==> src/hw/rtl/r2q_pkg.sv <==
// Shared widths, branch codes and the sideband record for the matrix to quaternion pipeline.
package r2q_pkg;

  localparam int FRAC_BITS = 14;
  localparam int ENT_W     = 16;
  localparam int SUM_W     = ENT_W + 2;
  localparam int D_W       = ENT_W + 1;
  localparam int RAD_W     = 2 * ENT_W;
  localparam int ROOT_W    = RAD_W / 2;
  localparam int REM_W     = ROOT_W + 4;
  localparam int NUM_W     = RAD_W;
  localparam int DEN_W     = ROOT_W + 1;
  localparam int Q_W       = FRAC_BITS + 1;
  localparam int LANES     = 4;
  localparam logic [ENT_W-1:0] ONE = ENT_W'(1) << FRAC_BITS;

  typedef enum logic [1:0] {
    BR_TRACE = 2'd0,
    BR_Y     = 2'd1,
    BR_Z     = 2'd2,
    BR_X     = 2'd3
  } br_t;

  typedef struct packed {
    br_t                        br;
    logic                       bad;
    logic [LANES-1:0][D_W-1:0]  d;
  } side_t;

  function automatic logic [1:0] main_lane(input br_t br);
    logic [1:0] lane;
    case (br)
      BR_TRACE: lane = 2'd0;
      BR_Y:     lane = 2'd2;
      BR_Z:     lane = 2'd3;
      BR_X:     lane = 2'd1;
      default:  lane = 2'd0;
    endcase
    return lane;
  endfunction

endpackage

==> src/hw/rtl/r2q_sqrt.sv <==
// Pipelined integer square root, one result bit per stage.
module r2q_sqrt import r2q_pkg::*; (
  input  logic                    clk,
  input  logic                    rst,
  input  logic                    en,
  input  logic                    in_valid,
  input  logic signed [SUM_W-1:0] arg,
  input  side_t                   in_side,
  output logic                    out_valid,
  output logic [ROOT_W-1:0]       root,
  output side_t                   out_side
);

  logic [RAD_W-1:0]  rad  [ROOT_W+1];
  logic [REM_W-1:0]  rem  [ROOT_W+1];
  logic [ROOT_W-1:0] rt   [ROOT_W+1];
  side_t             sd   [ROOT_W+1];
  logic              vld  [ROOT_W+1];

  always_ff @(posedge clk) begin
    if (rst) begin
      vld[0] <= 1'b0;
    end else if (en) begin
      vld[0] <= in_valid;
    end
  end

  always_ff @(posedge clk) begin
    if (en) begin
      rad[0] <= in_side.bad ? '0 :
                (RAD_W'(arg[SUM_W-2:0]) << FRAC_BITS);
      rem[0] <= '0;
      rt[0]  <= '0;
      sd[0]  <= in_side;
    end
  end

  for (genvar k = 0; k < ROOT_W; k++) begin : g_stage
    localparam int J = ROOT_W - 1 - k;
    logic [REM_W-1:0]  rem_sh;
    logic [REM_W-1:0]  trial;
    logic [REM_W-1:0]  rem_next;
    logic [ROOT_W-1:0] rt_next;

    always_comb begin
      rem_sh = {rem[k][REM_W-3:0], rad[k][2*J+1 -: 2]};
      trial  = REM_W'({rt[k], 2'b01});
      if (rem_sh >= trial) begin
        rem_next = rem_sh - trial;
        rt_next  = {rt[k][ROOT_W-2:0], 1'b1};
      end else begin
        rem_next = rem_sh;
        rt_next  = {rt[k][ROOT_W-2:0], 1'b0};
      end
    end

    always_ff @(posedge clk) begin
      if (rst) begin
        vld[k+1] <= 1'b0;
      end else if (en) begin
        vld[k+1] <= vld[k];
      end
    end

    always_ff @(posedge clk) begin
      if (en) begin
        rad[k+1] <= rad[k];
        rem[k+1] <= rem_next;
        rt[k+1]  <= rt_next;
        sd[k+1]  <= sd[k];
      end
    end
  end

  assign out_valid = vld[ROOT_W];
  assign root      = rt[ROOT_W];
  assign out_side  = sd[ROOT_W];

endmodule

==> config.mk <==
export PLATFORM = sky130hd
export DESIGN_NAME = r2q_sqrt
export DESIGN_NICKNAME = d
export VERILOG_FILES = /design/src/hw/rtl/r2q_pkg.sv /design/src/hw/rtl/r2q_sqrt.sv
export SDC_FILE = /design/constraint.sdc
export NUM_CORES = 1
export LEC_CHECK = 0
export ABC_AREA = 1
export BUFFER_PORTS_ARGS = -buffer_cell sky130_fd_sc_hd__buf_2
export CAP_MARGIN = 10
export CORE_ASPECT_RATIO = 0.7
export CORE_MARGIN = 3
export CORE_UTILIZATION = 35
export DETAILED_ROUTE_END_ITERATION = 10
export GPL_ROUTABILITY_DRIVEN = 0
export PLACE_DENSITY = 0.49
export SYNTH_ARGS = -nofsm -noshare
export SYNTH_HDL_FRONTEND = slang
export SYNTH_SLANG_ARGS = --single-unit
==> constraint.sdc <==
create_clock -name clk -period 5.2 [get_ports clk]
set_clock_uncertainty 0.05 [all_clocks]
set_input_delay 1.04 -clock clk [delete_from_list [all_inputs] [get_ports clk]]
set_output_delay 1.04 -clock clk [all_outputs]
set_load 0.005 [all_outputs]
== Word-level counts from Yosys, hierarchy flattened ==
Memory sizes are Yosys's and may differ from the RTL's.
Cells that the tools add are included.
W data, S select, Z words.

* Logic and storage cells: 110
* Output and inout bits: 88
* Bits of input ports: 93
* Bits in read-only memories: 0
* Bits in latches: 0
* Memories: 5
* RAM bits: 2380
* Flip-flop bits (word level): 0

* Magnitude comparators: 16
* Bitwise logic cells: 17
* Eq/ne operators: 0
* Add/subtract/negate cells: 16
* Reductions and logical operators: 0
* Div/mod/pow operators: 0
* Shift operators: 0
* Multipliers: 0
* Mux-type cells: 56

{| class="wikitable"
|+ Memory list
! name !! words !! bits a word !! rd ports !! clocked after Yosys merged registers in !! write ports !! RTL line !! source
|-
| sd || 17 || 71 || 17 || 0 || 17 || r2q_sqrt.sv:17 || <nowiki>side_t sd [ROOT_W+1];</nowiki>
|-
| rad || 17 || 32 || 16 || 0 || 17 || r2q_sqrt.sv:14 || <nowiki>logic [RAD_W-1:0] rad [ROOT_W+1];</nowiki>
|-
| rem || 17 || 20 || 16 || 0 || 17 || r2q_sqrt.sv:15 || <nowiki>logic [REM_W-1:0] rem [ROOT_W+1];</nowiki>
|-
| rt || 17 || 16 || 17 || 0 || 17 || r2q_sqrt.sv:16 || <nowiki>logic [ROOT_W-1:0] rt [ROOT_W+1];</nowiki>
|-
| vld || 17 || 1 || 17 || 0 || 17 || r2q_sqrt.sv:18 || <nowiki>logic vld [ROOT_W+1];</nowiki>
|}

{| class="wikitable"
|+ Operators with widths
! kind !! count
|-
| $ge A20 B18 Y1 || 16
|-
| $mux W20 || 16
|-
| $sub A20 B18 Y20 || 16
|-
| $mux W1 || 39
|-
| $mux W31 || 1
|-
| $or A1 B1 Y1 || 17
|}

== Longest topological paths before layout ==
* Depth in word-level cells: 4
* Mapped depth: 13
* Gate-level depth less buffers: 13

== Worst setup path before layout ==
Ideal clock, no wire load.

* Kind: reg2reg
* Start point: memory rem[0][200] (netlist bit)
* End point: memory rem[0][224] (netlist bit), data pin
* Data required time: 4889 ps
* Setup time: 261 ps
* Buffers on the path: 1
* Period minus slack after synthesis: 2178 ps
* Stages on the path, launching flop included: 12
* Setup slack: 3022 ps
* Data arrival time: 1867 ps
* Path through: edfxtp_1 > ha_1 > fa_1 > nand3_1 > nand2_1 > nand2_1 > nand2_1 > nand2_1 > nand3_2 > inv_2 > buf_4 > o21ai_0

{| class="wikitable"
|+ RTL lines
! what !! RTL line
|-
| start, declared || r2q_sqrt.sv:15
|}

==> impl_metrics.ini <==
[synth]
synthFlopType = edfxtp_1
synth_edf_count = 1689
synth_cell_types = 51
synth.yosys.seq_area_share_pct = 79.9
synthCells = 4147
syn_area_um2 = 63500
ys_warn_count = 0
async_reset_ff_share_pct = 0
avgSynthCellArea_um2 = 15.3
synthesis.nets = 4385
ys_ff_latch = 1689

[clocking]
cts.sinks = 1689
cts_made_buffers = 166
clk_path_buf_depth = 3
h-tree-depth = 4
cts-root-buf = clkbuf_16
cts_tree = done
clock_latency_ns = 0.79
cts_resized = 0
cts_setup_buffers = 0
ctsHoldBuffers = 0
clk_pin_slew_ns = 0.06

[floorplanning]
ios = 181
core_area_um2 = 180000
die_h_um = 362
die_area_um2 = 187000
start_util_pct = 35.3
fp.dieW_um = 515
rows = 130

[critical_path]
worstPathArrival_ns = 3.28
path_depth = 10
critPathMaxFanout = 17
path_cells = inv_1 -> ha_1 -> inv_1 -> o21bai_1 -> nand2_1 -> nand2_1 -> nor3_2 -> nand2_2 -> nand2_1 -> nand2_1
crit_slowest_cell = nor3_2
path_common_cell = nand2_1
crit_type = reg -> reg
r2r_slack_ns = 2.39
max_stage_delay_ns = 0.69
crit_required_ns = 5.67
r2r-end = rem[0][290]
endpoint_kind = flip-flop
worst-path-buf-inv = 2
crit_end = rem[0][290]
r2r-start = rt[13][11]
critPathTopFamily = simple AND/OR/NAND/NOR gates
critPathLaunchType = flip-flop
cp-startpoint = rt[13][11]
r2r_cells = 10

[placement]
dp_hpwl_um = 63400
port_buffers = 179

[finish]
regArea_um2 = 50700
final_common_cell = edfxtp_1
fill_cells = 16500
multi_input_area_um2 = 10300
syn2layout_area_growth_pct = 14.2
drive_above_1_share_pct = 12.5
nets = 4684
layout_common_cells = edfxtp_1 (1689), nand2_1 (760), inv_1 (431), nor2_1 (263), nand3_1 (229)

[flow_run]
drv_cap = 0

[route]
totalWireLength_um = 99500
dr.pass1.iters = 5
wl_per_cell_um = 14.3
antenna_left = 0
route.detailed.drc = 0
dr_total_vias = 30500
vias_per_cell = 4.39
drt_iter0_markers = 2574

[power]
swShare_pct = 22.7
powerDensity_nw_per_um2 = 419
p_seq_share_pct = 54.4
p_comb_share_pct = 7.3
ir_drop_v = 0.000327
leakagePower_nw = 27.4
p_int_mw = 23.5
netSwitchingPower_mw = 6.89
power_frac_clock_pct = 38.3

[timing]
hold_viol = 0
finalCritPeriodShare_pct = 54.0
finalSetupTns_ns = 0
max-slew-margin-rel_pct = 36.6
holdWs_ns = 0.337
tightestPinTransition_ns = 0.952
timing.final.crit_period_ns = 2.81
fmax_mhz = 356
rsz0062_at_grt = no
setup_viol = 0
report.final.slew_viol_count = 0

[global_routing]
overflow = 0
grt_pass1_wl_um = 161000
antenna_found_initial = 1
grt_max_degree = 127
grt_pass1_vias = 29700
grt_util_all_layers_pct = 10.7

[outcome]
status = completed

[min_path]
hold_path.class = reg -> reg
==> metal layers <==
metal  vias up  track usage (%)  part of all wire [%]
li1      15200                -                     -
met1     14500             16.2                    51
met2       572             14.9                    41
met3       181             2.82                   5.3
met4         0             3.37                   2.4
met5         -                0                     0
==> sequential cells by signal, summed over array words and instances, names as in the netlist <==
register,count
rt,122
sd,1207
rem,240
rad,103
vld,17
==> worst reg2reg max path, stage by stage, from the launching register on <==
cell,delay [ns]
edfxtp_1,0.40
inv_1,0.09
ha_1,0.27
inv_1,0.09
o21bai_1,0.10
nand2_1,0.07
nand2_1,0.08
nor3_2,0.69
nand2_2,0.44
nand2_1,0.16
nand2_1,0.09
==> Yosys cell counts (2+ instances only) <==
| cell | instances | share of area, % |
|---|---|---|
| buf_4 | 75 | 0.89 |
| nand3_2 | 2 | 0.032 |
| nor2_4 | 3 | 0.053 |
| nand2_4 | 6 | 0.11 |
| nand2_1 | 760 | 4.5 |
| a21oi_1 | 111 | 0.88 |
| inv_4 | 3 | 0.030 |
| a21boi_0 | 3 | 0.035 |
| nand2_2 | 15 | 0.15 |
| o211ai_1 | 2 | 0.024 |
| o21ai_0 | 74 | 0.58 |
| nor2_2 | 9 | 0.089 |
| nor3_1 | 29 | 0.23 |
| nand3_1 | 229 | 1.8 |
| xor2_1 | 66 | 0.91 |
| o21bai_1 | 9 | 0.11 |
| nor3_4 | 2 | 0.051 |
| o21a_1 | 6 | 0.071 |
| nor4_1 | 5 | 0.049 |
| and2_1 | 8 | 0.079 |
| or2_2 | 9 | 0.089 |
| inv_2 | 11 | 0.065 |
| nor2_1 | 263 | 1.6 |
| edfxtp_1 | 1689 | 80 |
| buf_6 | 12 | 0.21 |
| fa_1 | 6 | 0.19 |
| nand3b_1 | 14 | 0.17 |
| a21o_1 | 8 | 0.095 |
| o21ai_1 | 15 | 0.12 |
| xnor2_1 | 30 | 0.41 |
| nand4_1 | 37 | 0.36 |
| nand3_4 | 2 | 0.055 |
| o21ai_2 | 22 | 0.30 |
| a31oi_1 | 2 | 0.020 |
| buf_2 | 7 | 0.055 |
| a21oi_2 | 17 | 0.23 |
| clkbuf_1 | 3 | 0.018 |
| nor3b_1 | 2 | 0.024 |
| ha_1 | 139 | 2.7 |
| inv_1 | 431 | 2.5 |
==> stage by stage <==
step                power (mW)  cell area, µm²  setup slack (ns)  utilization (%)  instances
floorplan                 18.1           63500              3.02                -       4147
global placement          19.0           67100              2.24             37.3       6654
detailed placement        19.0           67100              2.22             37.3       6654
CTS                       31.0           72500              2.36             40.3       6944
global route              31.9           72500              2.16             40.3       6945
finish                    30.4           72500              2.39             40.3       6945
==> cell families (layout without fill, tap and decap cells) <==
kind of cell             count (synthesis)  in the layout  share of synthesized area, %
AO/OA/AOI/OAI                          273            273                          2.53
other                                    1              2                       0.00591
AND/OR/NAND/NOR                       1399           1399                          9.46
buffers and inverters                  544            965                          3.86
flip-flops                            1689           1689                          79.9
XOR/XNOR                                96             96                          1.32
adder cells (fa/ha/maj)                145            145                          2.93
==> cell type report <==
class                      count  area share, %
antenna                        1        0.00345
timing repair buffer         229           1.98
tap                         2376           4.10
multi-input combinational   1914           14.2
clock inverter                98           1.50
clock buffer                 192           5.87
sequential                  1689           70.0
inverter                     446           2.33
==> worst min path at each step <==
stage           startpoint          end  slack [ns]  cells after the start
6_report        sd[0][676]   sd[0][747]        0.34                      0
5_1_grt        in_side[44]    sd[0][44]        0.27                      1
4_1_cts        in_side[44]    sd[0][44]        0.27                      1
3_5_place_dp   rad[0][209]  rad[0][241]        0.35                      0
3_3_place_gp    sd[0][761]   sd[0][832]        0.35                      0
2_1_floorplan   rad[0][78]  rad[0][110]        0.35                      0
==> power groups by stage <==
stage,clock network (mW),registers [mW],logic (mW)
global route,12.8,16.6,2.55
finish,11.6,16.5,2.21
CTS,12.2,16.5,2.22
global placement,0,16.8,2.20
floorplan,0,16.6,1.49
detailed placement,0,16.8,2.21
No activity file was read; power rests on OpenSTA's default activity.
