==> src/hw/rtl/r2q_pkg.sv <==
// Shared widths, branch codes and the sideband record for the matrix to quaternion pipeline.
package r2q_pkg;

  localparam int FRAC_BITS = 14;
  localparam int ENT_W     = 16;
  localparam int SUM_W     = ENT_W + 2;
  localparam int D_W       = ENT_W + 1;
  localparam int RAD_W     = 2 * ENT_W;
  localparam int ROOT_W    = RAD_W / 2;
  localparam int REM_W     = ROOT_W + 4;
  localparam int NUM_W     = RAD_W;
  localparam int DEN_W     = ROOT_W + 1;
  localparam int Q_W       = FRAC_BITS + 1;
  localparam int LANES     = 4;
  localparam logic [ENT_W-1:0] ONE = ENT_W'(1) << FRAC_BITS;

  typedef enum logic [1:0] {
    BR_TRACE = 2'd0,
    BR_Y     = 2'd1,
    BR_Z     = 2'd2,
    BR_X     = 2'd3
  } br_t;

  typedef struct packed {
    br_t                        br;
    logic                       bad;
    logic [LANES-1:0][D_W-1:0]  d;
  } side_t;

  function automatic logic [1:0] main_lane(input br_t br);
    logic [1:0] lane;
    case (br)
      BR_TRACE: lane = 2'd0;
      BR_Y:     lane = 2'd2;
      BR_Z:     lane = 2'd3;
      BR_X:     lane = 2'd1;
      default:  lane = 2'd0;
    endcase
    return lane;
  endfunction

endpackage

==> src/hw/rtl/r2q_front.sv <==
// Trace test, branch choice, root argument and off-diagonal combinations.
module r2q_front import r2q_pkg::*; (
  input  logic                         clk,
  input  logic                         rst,
  input  logic                         en,
  input  logic                         in_valid,
  input  logic [8:0][ENT_W-1:0]        m,
  output logic                         out_valid,
  output logic signed [SUM_W-1:0]      arg,
  output side_t                        side
);

  logic [8:0][ENT_W-1:0] m1;
  br_t                   br1;
  logic                  v1;

  logic signed [SUM_W-1:0] e [9];
  logic signed [SUM_W-1:0] tr;
  br_t                     br_next;

  always_comb begin
    for (int k = 0; k < 9; k++) begin
      e[k] = {{(SUM_W-ENT_W){m[k][ENT_W-1]}}, m[k]};
    end
    tr = e[0] + e[4] + e[8];
    if (!tr[SUM_W-1]) begin
      br_next = BR_TRACE;
    end else if (e[4] > e[0]) begin
      br_next = BR_Y;
    end else if (e[8] > e[4]) begin
      br_next = BR_Z;
    end else begin
      br_next = BR_X;
    end
  end

  always_ff @(posedge clk) begin
    if (rst) begin
      v1 <= 1'b0;
    end else if (en) begin
      v1 <= in_valid;
    end
  end

  always_ff @(posedge clk) begin
    if (en) begin
      m1  <= m;
      br1 <= br_next;
    end
  end

  logic signed [SUM_W-1:0] f [9];
  logic signed [SUM_W-1:0] one_s;
  logic signed [SUM_W-1:0] a_next;
  logic signed [SUM_W-1:0] dd [LANES];
  side_t                   side_next;

  always_comb begin
    for (int k = 0; k < 9; k++) begin
      f[k] = {{(SUM_W-ENT_W){m1[k][ENT_W-1]}}, m1[k]};
    end
    one_s = {{(SUM_W-ENT_W){1'b0}}, ONE};
    for (int k = 0; k < LANES; k++) begin
      dd[k] = '0;
    end
    case (br1)
      BR_TRACE: begin
        a_next = f[0] + f[4] + f[8] + one_s;
        dd[1]  = f[7] - f[5];
        dd[2]  = f[2] - f[6];
        dd[3]  = f[3] - f[1];
      end
      BR_Y: begin
        a_next = f[4] - (f[8] + f[0]) + one_s;
        dd[0]  = f[2] - f[6];
        dd[1]  = f[1] + f[3];
        dd[3]  = f[5] + f[7];
      end
      BR_Z: begin
        a_next = f[8] - (f[0] + f[4]) + one_s;
        dd[0]  = f[3] - f[1];
        dd[1]  = f[6] + f[2];
        dd[2]  = f[5] + f[7];
      end
      default: begin
        a_next = f[0] - (f[4] + f[8]) + one_s;
        dd[0]  = f[7] - f[5];
        dd[2]  = f[1] + f[3];
        dd[3]  = f[6] + f[2];
      end
    endcase
    side_next.br  = br1;
    side_next.bad = a_next[SUM_W-1] || (a_next == '0);
    for (int k = 0; k < LANES; k++) begin
      side_next.d[k] = dd[k][D_W-1:0];
    end
  end

  always_ff @(posedge clk) begin
    if (rst) begin
      out_valid <= 1'b0;
    end else if (en) begin
      out_valid <= v1;
    end
  end

  always_ff @(posedge clk) begin
    if (en) begin
      arg  <= a_next;
      side <= side_next;
    end
  end

endmodule

==> config.mk <==
export PLATFORM = sky130hd
export DESIGN_NAME = r2q_front
export DESIGN_NICKNAME = d
export VERILOG_FILES = /design/src/hw/rtl/r2q_pkg.sv /design/src/hw/rtl/r2q_front.sv
export SDC_FILE = /design/constraint.sdc
export NUM_CORES = 1
export LEC_CHECK = 0
export ABC_AREA = 1
export BUFFER_PORTS_ARGS = -buffer_cell sky130_fd_sc_hd__buf_2
export CORE_AREA = 4 4 221 223
export CTS_BUF_LIST = sky130_fd_sc_hd__clkbuf_4 sky130_fd_sc_hd__clkbuf_8
export CTS_CLUSTER_SIZE = 28
export DETAILED_ROUTE_END_ITERATION = 12
export DIE_AREA = 0 0 225 227
export GPL_ROUTABILITY_DRIVEN = 0
export GPL_TIMING_DRIVEN = 0
export PLACE_DENSITY_LB_ADDON = 0.12
export SLEW_MARGIN = 20
export SYNTH_ARGS = -nofsm -noshare
export SYNTH_HDL_FRONTEND = slang
export SYNTH_SLANG_ARGS = --single-unit
==> constraint.sdc <==
create_clock -name clk -period 4.36 [get_ports clk]
set_clock_uncertainty 0.1 [all_clocks]
set_input_delay 0.872 -clock clk [delete_from_list [all_inputs] [get_ports clk]]
set_output_delay 0.872 -clock clk [all_outputs]
set_load 0.005 [all_outputs]
# Word-level counts from Yosys, hierarchy flattened
# Index checks and enable logic that the tools add are counted.
# W data, S select, Z words.
# word_totals
regBits,237
inputBits,148
# op_classes
addsub,19
n_lt_le_gt_ge,2
n_eq_ne,2
reduce_logical,4
muxes,7
n_bitwise,1
# ops
cell,count
$pmux W17 S3,4
$add A16 B16 Y17,7
$add A18 B16 Y18 const B,4
$pmux W18 S3,1
$sub A16 B17 Y18,3
$sub A16 B16 Y17,3
$add A17 B16 Y18,2
$gt A16 B16 Y1,2
$logic_not A18 Y1,1
$eq A2 B1 Y1 const B,1
$eq A2 B2 Y1 const B,1
$logic_not A2 Y1,1
$mux W1,2
$reduce_or A2 Y1,1
$logic_or A1 B1 Y1,1
$not A1 Y1,1

# Logic depth before layout (Yosys ltp)
# Gate-level depths: netlist of run 1.
# depth
word_depth,6
depth_mapped,31
ltp_nobuf,31

# Worst setup path before layout of run 1
# OpenSTA, ideal clock, no wires.
# synth_timing
path_type,register to register
startpoint,"register m1, in the netlist f[72]"
endpoint,register side[68] in the netlist's numbering (data pin)
setup_slack_ns,0.632
t_arrival_ns,3.373
stages_incl_launch_ff,29
period_less_slack_ns,3.728
path_cell_list,edfxtp_1 > ha_1 > inv_1 > fa_1 > o21ai_2 > nand2_1 > a21oi_2 > nand2_1 > nand2_1 > nand2_1 > nand2_1 > nand2_1 > nand3_1 > nand2_1 > ha_1 > inv_1 > ha_1 > nand2_1 > nor2_1 > nor2_1 > nand3_1 > nand2_1 > inv_1 > nor2_1 > nand2_1 > nand3_1 > nand3_1 > nor2_1 > nand2_1
# synth_lines
element,line,rtl
start: declaration,r2q_front.sv:13,logic [8:0][ENT_W-1:0] m1;
start signal: assignment,r2q_front.sv:47,m1 <= m;
end signal: assignment,r2q_front.sv:110,side <= side_next;
end: declaration,r2q_front.sv:10,output side_t side

==> results_tabular.tex, run 1 <==
\begin{tabular}{lr}
\hline
Metric & Value \\
\hline
\multicolumn{2}{l}{\textbf{Routing}} \\
Routed WL & 66200 µm \\
Post-route DRC & 0 \\
Length of the first detailed-routing pass in iterations & 6 \\
Starting DRC count in detailed routing & 2140 \\
Average wire per cell in the routed design & 18.4 µm \\
Average via count per standard cell & 5.43 \\
Via count of the routed design & 19500 \\
Number of antenna-violating nets in the routed design & 0 \\
\multicolumn{2}{l}{\textbf{Power}} \\
Cell Pwr Density & 465 mW/mm² \\
Peak supply drop & 0.354 mV \\
Leakage power of the design & 0.0125 µW \\
\multicolumn{2}{l}{\textbf{Timing}} \\
Period minus WS final & 4.20 ns \\
Final setup violating endpoints & 0 \\
Final hold slack & 0.340 ns \\
Final setup slack of the worst path & 0.157 ns \\
Final number of max-transition violations & 0 \\
Max-Slew Margin vs Limit & 48.4\% \\
Transition at the pin with the smallest max-transition slack & 0.775 ns \\
Fmax achieved & 0.238 GHz \\
Final number of hold-violating endpoints & 0 \\
Period utilisation layout & 96.4\% \\
\multicolumn{2}{l}{\textbf{Global route}} \\
Tot GR Track Use & 25.1\% \\
Global-route congestion overflow total & 0 \\
Largest net degree at the start of global routing & 102 \\
First-pass GRT wire length & 100000 µm \\
Number of global-route vias before repair & 18500 \\
Initial antenna violation count & 0 \\
\multicolumn{2}{l}{\textbf{Worst hold path}} \\
Class of the tightest hold or removal check & input pin to flip-flop \\
\multicolumn{2}{l}{\textbf{Clocking}} \\
TritonCTS clock tree & yes \\
Worst-path clk slew & 0.06 ns \\
Worst skew pair latency & 0.61 ns \\
Clk sinks & 237 \\
Maximum clock path buffer count & 3 \\
Inserted Clock Buffers & 42 \\
H-tree level count & 2 \\
Clock root buffer & sky130\_fd\_sc\_hd\_\_clkbuf\_8 \\
Post-cts hold buffer count & 0 \\
\multicolumn{2}{l}{\textbf{Floorplanning}} \\
Area inside the core boundary & 0.0466 mm² \\
Vertical extent of the die & 227 µm \\
Floorplan die area & 0.0511 mm² \\
Num rows & 79 \\
Horiz. Die Dim & 225 µm \\
Effective utilization at floorplan & 46.0\% \\
IO Count & 238 \\
\multicolumn{2}{l}{\textbf{Synth}} \\
Flops \& latches, synth & 237 \\
Syn\_area\_per\_cell & 8.05 µm² \\
Cell area after synthesis & 0.0214 mm² \\
Fraction of the yosys area taken by sequential cells & 33.1\% \\
Proportion of register bits with asynchronous set or reset after synthesis & 0\% \\
Yosys warnings & 0 \\
Cell variety after synth & 46 \\
Net count after synthesis & 3156 \\
Main flop type after synthesis & sky130\_fd\_sc\_hd\_\_edfxtp\_1 \\
Number of instances in the synthesized netlist & 2662 \\
Number of enable flip-flop cells after synthesis & 235 \\
\multicolumn{2}{l}{\textbf{Run status}} \\
Outcome & completed \\
\multicolumn{2}{l}{\textbf{Cells and area}} \\
Diodes inserted & 0 \\
Proportion of layout cells with a drive suffix above 1 & 16.7\% \\
FF/Latch Area & 0.00710 mm² \\
Most frequent cells in the layout & 590 x sky130\_fd\_sc\_hd\_\_nand2\_1, 453 x sky130\_fd\_sc\_hd\_\_inv\_1, 293 x sky130\_fd\_sc\_hd\_\_nand3\_1 \\
Growth of design area from synthesis to finish & 16.9\% \\
Most common cell after layout, fill and taps aside & sky130\_fd\_sc\_hd\_\_nand2\_1 \\
Post-layout nets & 3455 \\
Number of inserted filler cells in the final layout & 4370 \\
Fin cells & 3600 \\
Multi-input gate area & 0.0129 mm² \\
\multicolumn{2}{l}{\textbf{Worst setup path}} \\
Critical Path Source Type & flip-flop \\
Required time at the worst-slack endpoint & 4.61 ns \\
Worst-path fanout max & 6 \\
Crit path capture type & flip-flop \\
Arrival time worst endpoint & 4.45 ns \\
Crit Path Category & flip-flop to flip-flop \\
\multicolumn{2}{l}{\textbf{Placement}} \\
Half-perimeter wire length after placement & 53800 µm \\
Worst slack after detailed placement & -0.326 ns \\
Cell count after placement & 3508 \\
Port Buffer Count & 237 \\
\multicolumn{2}{l}{\textbf{Flow run}} \\
Max\_cap viols & 0 \\
\hline
\end{tabular}
==> final timing paths <==
check        slack, ns    from  cells past startpoint   endpoint
max               0.16  f[144]                     25   side[68]
min               0.34   m[35]                      1     f[111]
max reg2reg       0.16  f[144]                     25   side[68]
min reg2reg       0.36      v1                      2  out_valid
==> cells in the mapped netlist (33+ instances only) <==
| library cell | instances | area, µm² |
|---|---|---|
| sky130_fd_sc_hd__xor2_1 | 53 | 464 |
| sky130_fd_sc_hd__edfxtp_1 | 235 | 7060 |
| sky130_fd_sc_hd__a21oi_1 | 144 | 721 |
| sky130_fd_sc_hd__nor2_1 | 173 | 649 |
| sky130_fd_sc_hd__nand3_1 | 305 | 1530 |
| sky130_fd_sc_hd__ha_1 | 288 | 3600 |
| sky130_fd_sc_hd__nand3b_1 | 33 | 248 |
| sky130_fd_sc_hd__nand4_1 | 37 | 231 |
| sky130_fd_sc_hd__fa_1 | 58 | 1160 |
| sky130_fd_sc_hd__nand2_1 | 611 | 2290 |
| sky130_fd_sc_hd__inv_1 | 455 | 1710 |
| sky130_fd_sc_hd__o21ai_0 | 49 | 245 |
==> metal layers <==
metal  global-route usage (%)  part of all wire (%)
met2                     35.7                    40
met3                     6.59                    11
met4                     7.49                   2.9
met5                        0                     0
met1                     37.5                    46
==> logic make-up after synthesis <==
family	synth area share, %
AND/OR/NAND/NOR	24.5
AO/OA/AOI/OAI	8.37
XOR/XNOR	2.41
adder cells (fa/ha/maj)	22.2
flip-flops	33.1
buffers and inverters	9.33
==> through the flow <==
stage / TNS (ns) / util (%) / power [µW] / cell area, µm²
after CTS: 0 / 52.5 / 11100 / 24400
after detailed placement: -1.21 / 50.3 / 8820 / 23400
final: 0 / 53.8 / 11600 / 25000
after global routing: -0.0308 / 53.8 / 12500 / 25000
after floorplan: 0 / - / 6950 / 21400
after global placement: -194.07 / 50.2 / 8750 / 23400
==> power by group <==
group | total (µW) | internal, µW | switching, µW | leakage (µW)
combinational | 6260 | 2230 | 4030 | 0.00966
clock | 2190 | 1250 | 945 | 0.000469
sequential | 3190 | 2990 | 197 | 0.00234
total | 11600 | 6470 | 5170 | 0.0125
==> state kept, by name, indices dropped and copies added (netlist names) <==
register and flops:
arg 18, br1 2, f 144, out_valid 1, side 71, v1 1
==> critical path, stage by stage, from the launching register on <==
cell                       delay (ns)
sky130_fd_sc_hd__edfxtp_1        0.38
sky130_fd_sc_hd__ha_2            0.19
sky130_fd_sc_hd__inv_1           0.06
sky130_fd_sc_hd__fa_2            0.37
sky130_fd_sc_hd__o21ai_2         0.19
sky130_fd_sc_hd__nand2_2         0.08
sky130_fd_sc_hd__a21oi_4         0.19
sky130_fd_sc_hd__buf_6           0.15
sky130_fd_sc_hd__nand4_1         0.13
sky130_fd_sc_hd__nand2_2         0.15
sky130_fd_sc_hd__or2_2           0.13
sky130_fd_sc_hd__nand2_2         0.05
sky130_fd_sc_hd__inv_1           0.10
sky130_fd_sc_hd__ha_4            0.22
sky130_fd_sc_hd__ha_4            0.31
sky130_fd_sc_hd__nand2_1         0.10
sky130_fd_sc_hd__nor2_1          0.16
sky130_fd_sc_hd__inv_1           0.05
sky130_fd_sc_hd__nor2_1          0.19
sky130_fd_sc_hd__nor2_1          0.09
sky130_fd_sc_hd__nand3_1         0.08
sky130_fd_sc_hd__nand3_1         0.08
sky130_fd_sc_hd__nand4_1         0.18
sky130_fd_sc_hd__nor2_1          0.07
sky130_fd_sc_hd__nand3_1         0.08
sky130_fd_sc_hd__nand2_1         0.05
==> final cells by class <==
cell class | count | area share (%)
Buffer | 48 | 1.07
Clock buffer | 58 | 2.86
Clock inverter | 18 | 0.665
Inverter | 461 | 6.91
Multi-Input combinational cell | 1916 | 51.6
Sequential cell | 237 | 28.3
Tap cell | 607 | 3.03
Timing Repair Buffer | 255 | 5.51
==> repair_timing <==
action / 4_1_cts / 5_1_grt
endpoints found under the setup margin: 8 / 8
endpoints found under the hold margin: 0 / 0
pin swaps: 4 / 32
resized for setup: 17 / 110
setup buffers: 6 / 10
No activity file was read; power rests on OpenSTA's default activity.
==> run 2: changes to the inputs <==
--- a/config.mk
+++ b/config.mk
@@ -15,6 +15,7 @@
 export GPL_ROUTABILITY_DRIVEN = 0
 export GPL_TIMING_DRIVEN = 0
 export PLACE_DENSITY_LB_ADDON = 0.12
+export RECOVER_POWER = 25
 export SLEW_MARGIN = 20
 export SYNTH_ARGS = -nofsm -noshare
 export SYNTH_HDL_FRONTEND = slang
==> results_tabular.tex, run 2 (synthesized netlist as in run 1, its figures left out) <==
\begin{tabular}{lr}
\hline
Metric & Value \\
\hline
\multicolumn{2}{l}{\textbf{Timing}} \\
Final number of max-transition violations & 0 (unchanged) \\
Period utilisation layout & 96.5\% (was 96.4\%) \\
Period minus WS final & 4.21 ns (was 4.20 ns) \\
Final number of hold-violating endpoints & 0 (unchanged) \\
Max-Slew Margin vs Limit & 43.7\% (was 48.4\%) \\
Fmax achieved & 0.238 GHz (about the same) \\
Transition at the pin with the smallest max-transition slack & 0.845 ns (was 0.775 ns) \\
Final setup violating endpoints & 0 (unchanged) \\
\multicolumn{2}{l}{\textbf{Cells and area}} \\
FF/Latch Area & 0.00710 mm² (unchanged) \\
Most frequent cells in the layout & 590 x sky130\_fd\_sc\_hd\_\_nand2\_1, 453 x sky130\_fd\_sc\_hd\_\_inv\_1, 293 x sky130\_fd\_sc\_hd\_\_nand3\_1 (unchanged) \\
Post-layout nets & 3455 (unchanged) \\
Fin cells & 3600 (unchanged) \\
Number of inserted filler cells in the final layout & 4403 (was 4370) \\
Most common cell after layout, fill and taps aside & sky130\_fd\_sc\_hd\_\_nand2\_1 (unchanged) \\
Growth of design area from synthesis to finish & 16.6\% (was 16.9\%) \\
Multi-input gate area & 0.0129 mm² (unchanged) \\
Proportion of layout cells with a drive suffix above 1 & 14.9\% (was 16.7\%) \\
Final design utilization & 53.6\% (was 53.8\%) \\
Final instance area & 0.0250 mm² (about the same) \\
Largest register FFs & 144 (unchanged) \\
Diodes inserted & 0 (unchanged) \\
\multicolumn{2}{l}{\textbf{Clocking}} \\
Inserted Clock Buffers & 42 (unchanged) \\
Maximum clock path buffer count & 3 (unchanged) \\
H-tree level count & 2 (unchanged) \\
TritonCTS clock tree & yes (unchanged) \\
Clock root buffer & sky130\_fd\_sc\_hd\_\_clkbuf\_8 (unchanged) \\
Worst-path clk slew & 0.06 ns (about the same) \\
Clk sinks & 237 (unchanged) \\
Worst skew pair latency & 0.61 ns (about the same) \\
\multicolumn{2}{l}{\textbf{Floorplanning}} \\
Num rows & 79 (unchanged) \\
Area inside the core boundary & 0.0466 mm² (unchanged) \\
Effective utilization at floorplan & 46.0\% (unchanged) \\
Floorplan die area & 0.0511 mm² (unchanged) \\
Vertical extent of the die & 227 µm (unchanged) \\
IO Count & 238 (unchanged) \\
Horiz. Die Dim & 225 µm (unchanged) \\
\multicolumn{2}{l}{\textbf{Worst hold path}} \\
Class of the tightest hold or removal check & input pin to flip-flop (unchanged) \\
\multicolumn{2}{l}{\textbf{Global route}} \\
Initial antenna violation count & 0 (unchanged) \\
Largest net degree at the start of global routing & 102 (unchanged) \\
Tot GR Track Use & 25.1\% (unchanged) \\
Global-route congestion overflow total & 0 (unchanged) \\
Layer with the highest usage & met1 (unchanged) \\
Met1 layer usage reported by global route & 37.5\% (unchanged) \\
First-pass GRT wire length & 100000 µm (unchanged) \\
GR met3 Demand/Resource & 6.59\% (unchanged) \\
Number of global-route vias before repair & 18500 (unchanged) \\
Fraction of met2 tracks used by global routing & 35.7\% (unchanged) \\
\multicolumn{2}{l}{\textbf{Power}} \\
Cell Pwr Density & 466 mW/mm² (was 465 mW/mm²) \\
Peak supply drop & 0.354 mV (about the same) \\
Leakage power of the design & 0.0123 µW (was 0.0125 µW) \\
Total power after layout & 11600 µW (about the same) \\
\multicolumn{2}{l}{\textbf{Placement}} \\
Cell count after placement & 3508 (unchanged) \\
Total cell area at the placement stage & 0.0234 mm² (unchanged) \\
Half-perimeter wire length after placement & 53800 µm (unchanged) \\
Port Buffer Count & 237 (unchanged) \\
\multicolumn{2}{l}{\textbf{Worst setup path}} \\
List of cells traversed by the critical path & ha\_2 -> inv\_1 -> fa\_2 -> o21ai\_2 -> nand2\_2 -> a21oi\_4 -> buf\_6 -> xor2\_4 -> ha\_1 -> inv\_1 -> ha\_1 -> nand2\_1 -> inv\_1 -> nand3\_1 -> nand2\_1 -> nand2\_1 -> nand3\_1 -> nand4\_1 -> nor2\_2 -> nand3\_2 -> nor2\_4 -> nand3\_1 -> nand2\_1 \\
Critical Path Source Type & flip-flop (unchanged) \\
CP peak stage delay & 0.38 ns (about the same) \\
Cell occurring most often along the worst timing path & sky130\_fd\_sc\_hd\_\_nand2\_1 (was sky130\_fd\_sc\_hd\_\_nor2\_1) \\
Worst-path fanout max & 5 (was 6) \\
Critical-path cell with the highest stage delay & sky130\_fd\_sc\_hd\_\_edfxtp\_1 (unchanged) \\
Required time at the worst-slack endpoint & 4.73 ns (was 4.61 ns) \\
Arrival time worst endpoint & 4.58 ns (was 4.45 ns) \\
Crit Path Category & flip-flop to flip-flop (unchanged) \\
Crit path capture type & flip-flop (unchanged) \\
R2R Setup Slk & 0.15 ns (was 0.16 ns) \\
\multicolumn{2}{l}{\textbf{Flow run}} \\
Max\_cap viols & 0 (unchanged) \\
\multicolumn{2}{l}{\textbf{Routing}} \\
Post-route DRC & 0 (unchanged) \\
Routed WL & 66300 µm (was 66200 µm) \\
Starting DRC count in detailed routing & 2169 (was 2140) \\
Via count of the routed design & 19600 (was 19500) \\
Number of antenna-violating nets in the routed design & 0 (unchanged) \\
Length of the first detailed-routing pass in iterations & 7 (was 6) \\
Average via count per standard cell & 5.46 (was 5.43) \\
Average wire per cell in the routed design & 18.4 µm (about the same) \\
\multicolumn{2}{l}{\textbf{Run status}} \\
Outcome & completed (unchanged) \\
\hline
\end{tabular}
run 2: cell types whose count changed in the layout (fill, tap and decap cells not counted):
| cell | change |
|---|---|
| sky130_fd_sc_hd__buf_2 | -55 |
| sky130_fd_sc_hd__clkbuf_1 | +55 |
run 2: final timing paths:
kind / from / end / depth (start not counted)
worst max-delay path: f[144] / side[68] / 23
worst min-delay path: m[35] / f[111] / 1
worst max register to register: f[144] / side[68] / 23
worst min register to register: v1 / out_valid / 2
run 2: area by class of cell:
cell class | count | area share (%)
Buffer | 48 | 1.08
Clock buffer | 58 | 2.87
Clock inverter | 18 | 0.666
Inverter | 461 | 6.93
Multi-Input combinational cell | 1916 | 51.8
Sequential cell | 237 | 28.4
Tap cell | 607 | 3.04
Timing Repair Buffer | 255 | 5.25
run 2: stage by stage:
stage	setup WS, ns	hold slack (ns)	TNS (ns)
after floorplan	0.632	0.330	0
after global placement	-0.934	0.339	-194.07
after detailed placement	-0.326	0.355	-1.21
after CTS	0.00372	0.297	0
after global routing	-0.0308	0.312	-0.0308
final	0.152	0.341	0
run 2: worst max-delay path: cells and delay by family, from the launching register on:
kind                     cells  cell delay, ns
XOR/XNOR                     1            0.08
flip-flops                   1            0.38
AND/OR/NAND/NOR             12            1.57
buffers and inverters        4            0.33
AO/OA/AOI/OAI                2            0.38
adder cells (fa/ha/maj)      4            1.23
run 2: layer usage:
layer  vias to the layer above  wire [µm]
li1                       9433          -
met1                      9126      30400
met2                       963      26800
met3                       122       7280
met4                         0       1870
met5                         -          0
run 2: power breakdown:
group	internal [µW]	leakage, µW	switching [µW]	total (µW)
clock	1250	0.000469	943	2190
sequential	2990	0.00234	197	3190
combinational	2230	0.00950	4040	6260
run 2: timing repair:
action / 4_1_cts / 5_1_grt
gates cloned: 0 / 0
hold buffers: 0 / 0
setup endpoints to repair: 8 / 8
resized for setup: 17 / 110
setup buffers: 6 / 10
pin swaps: 4 / 32
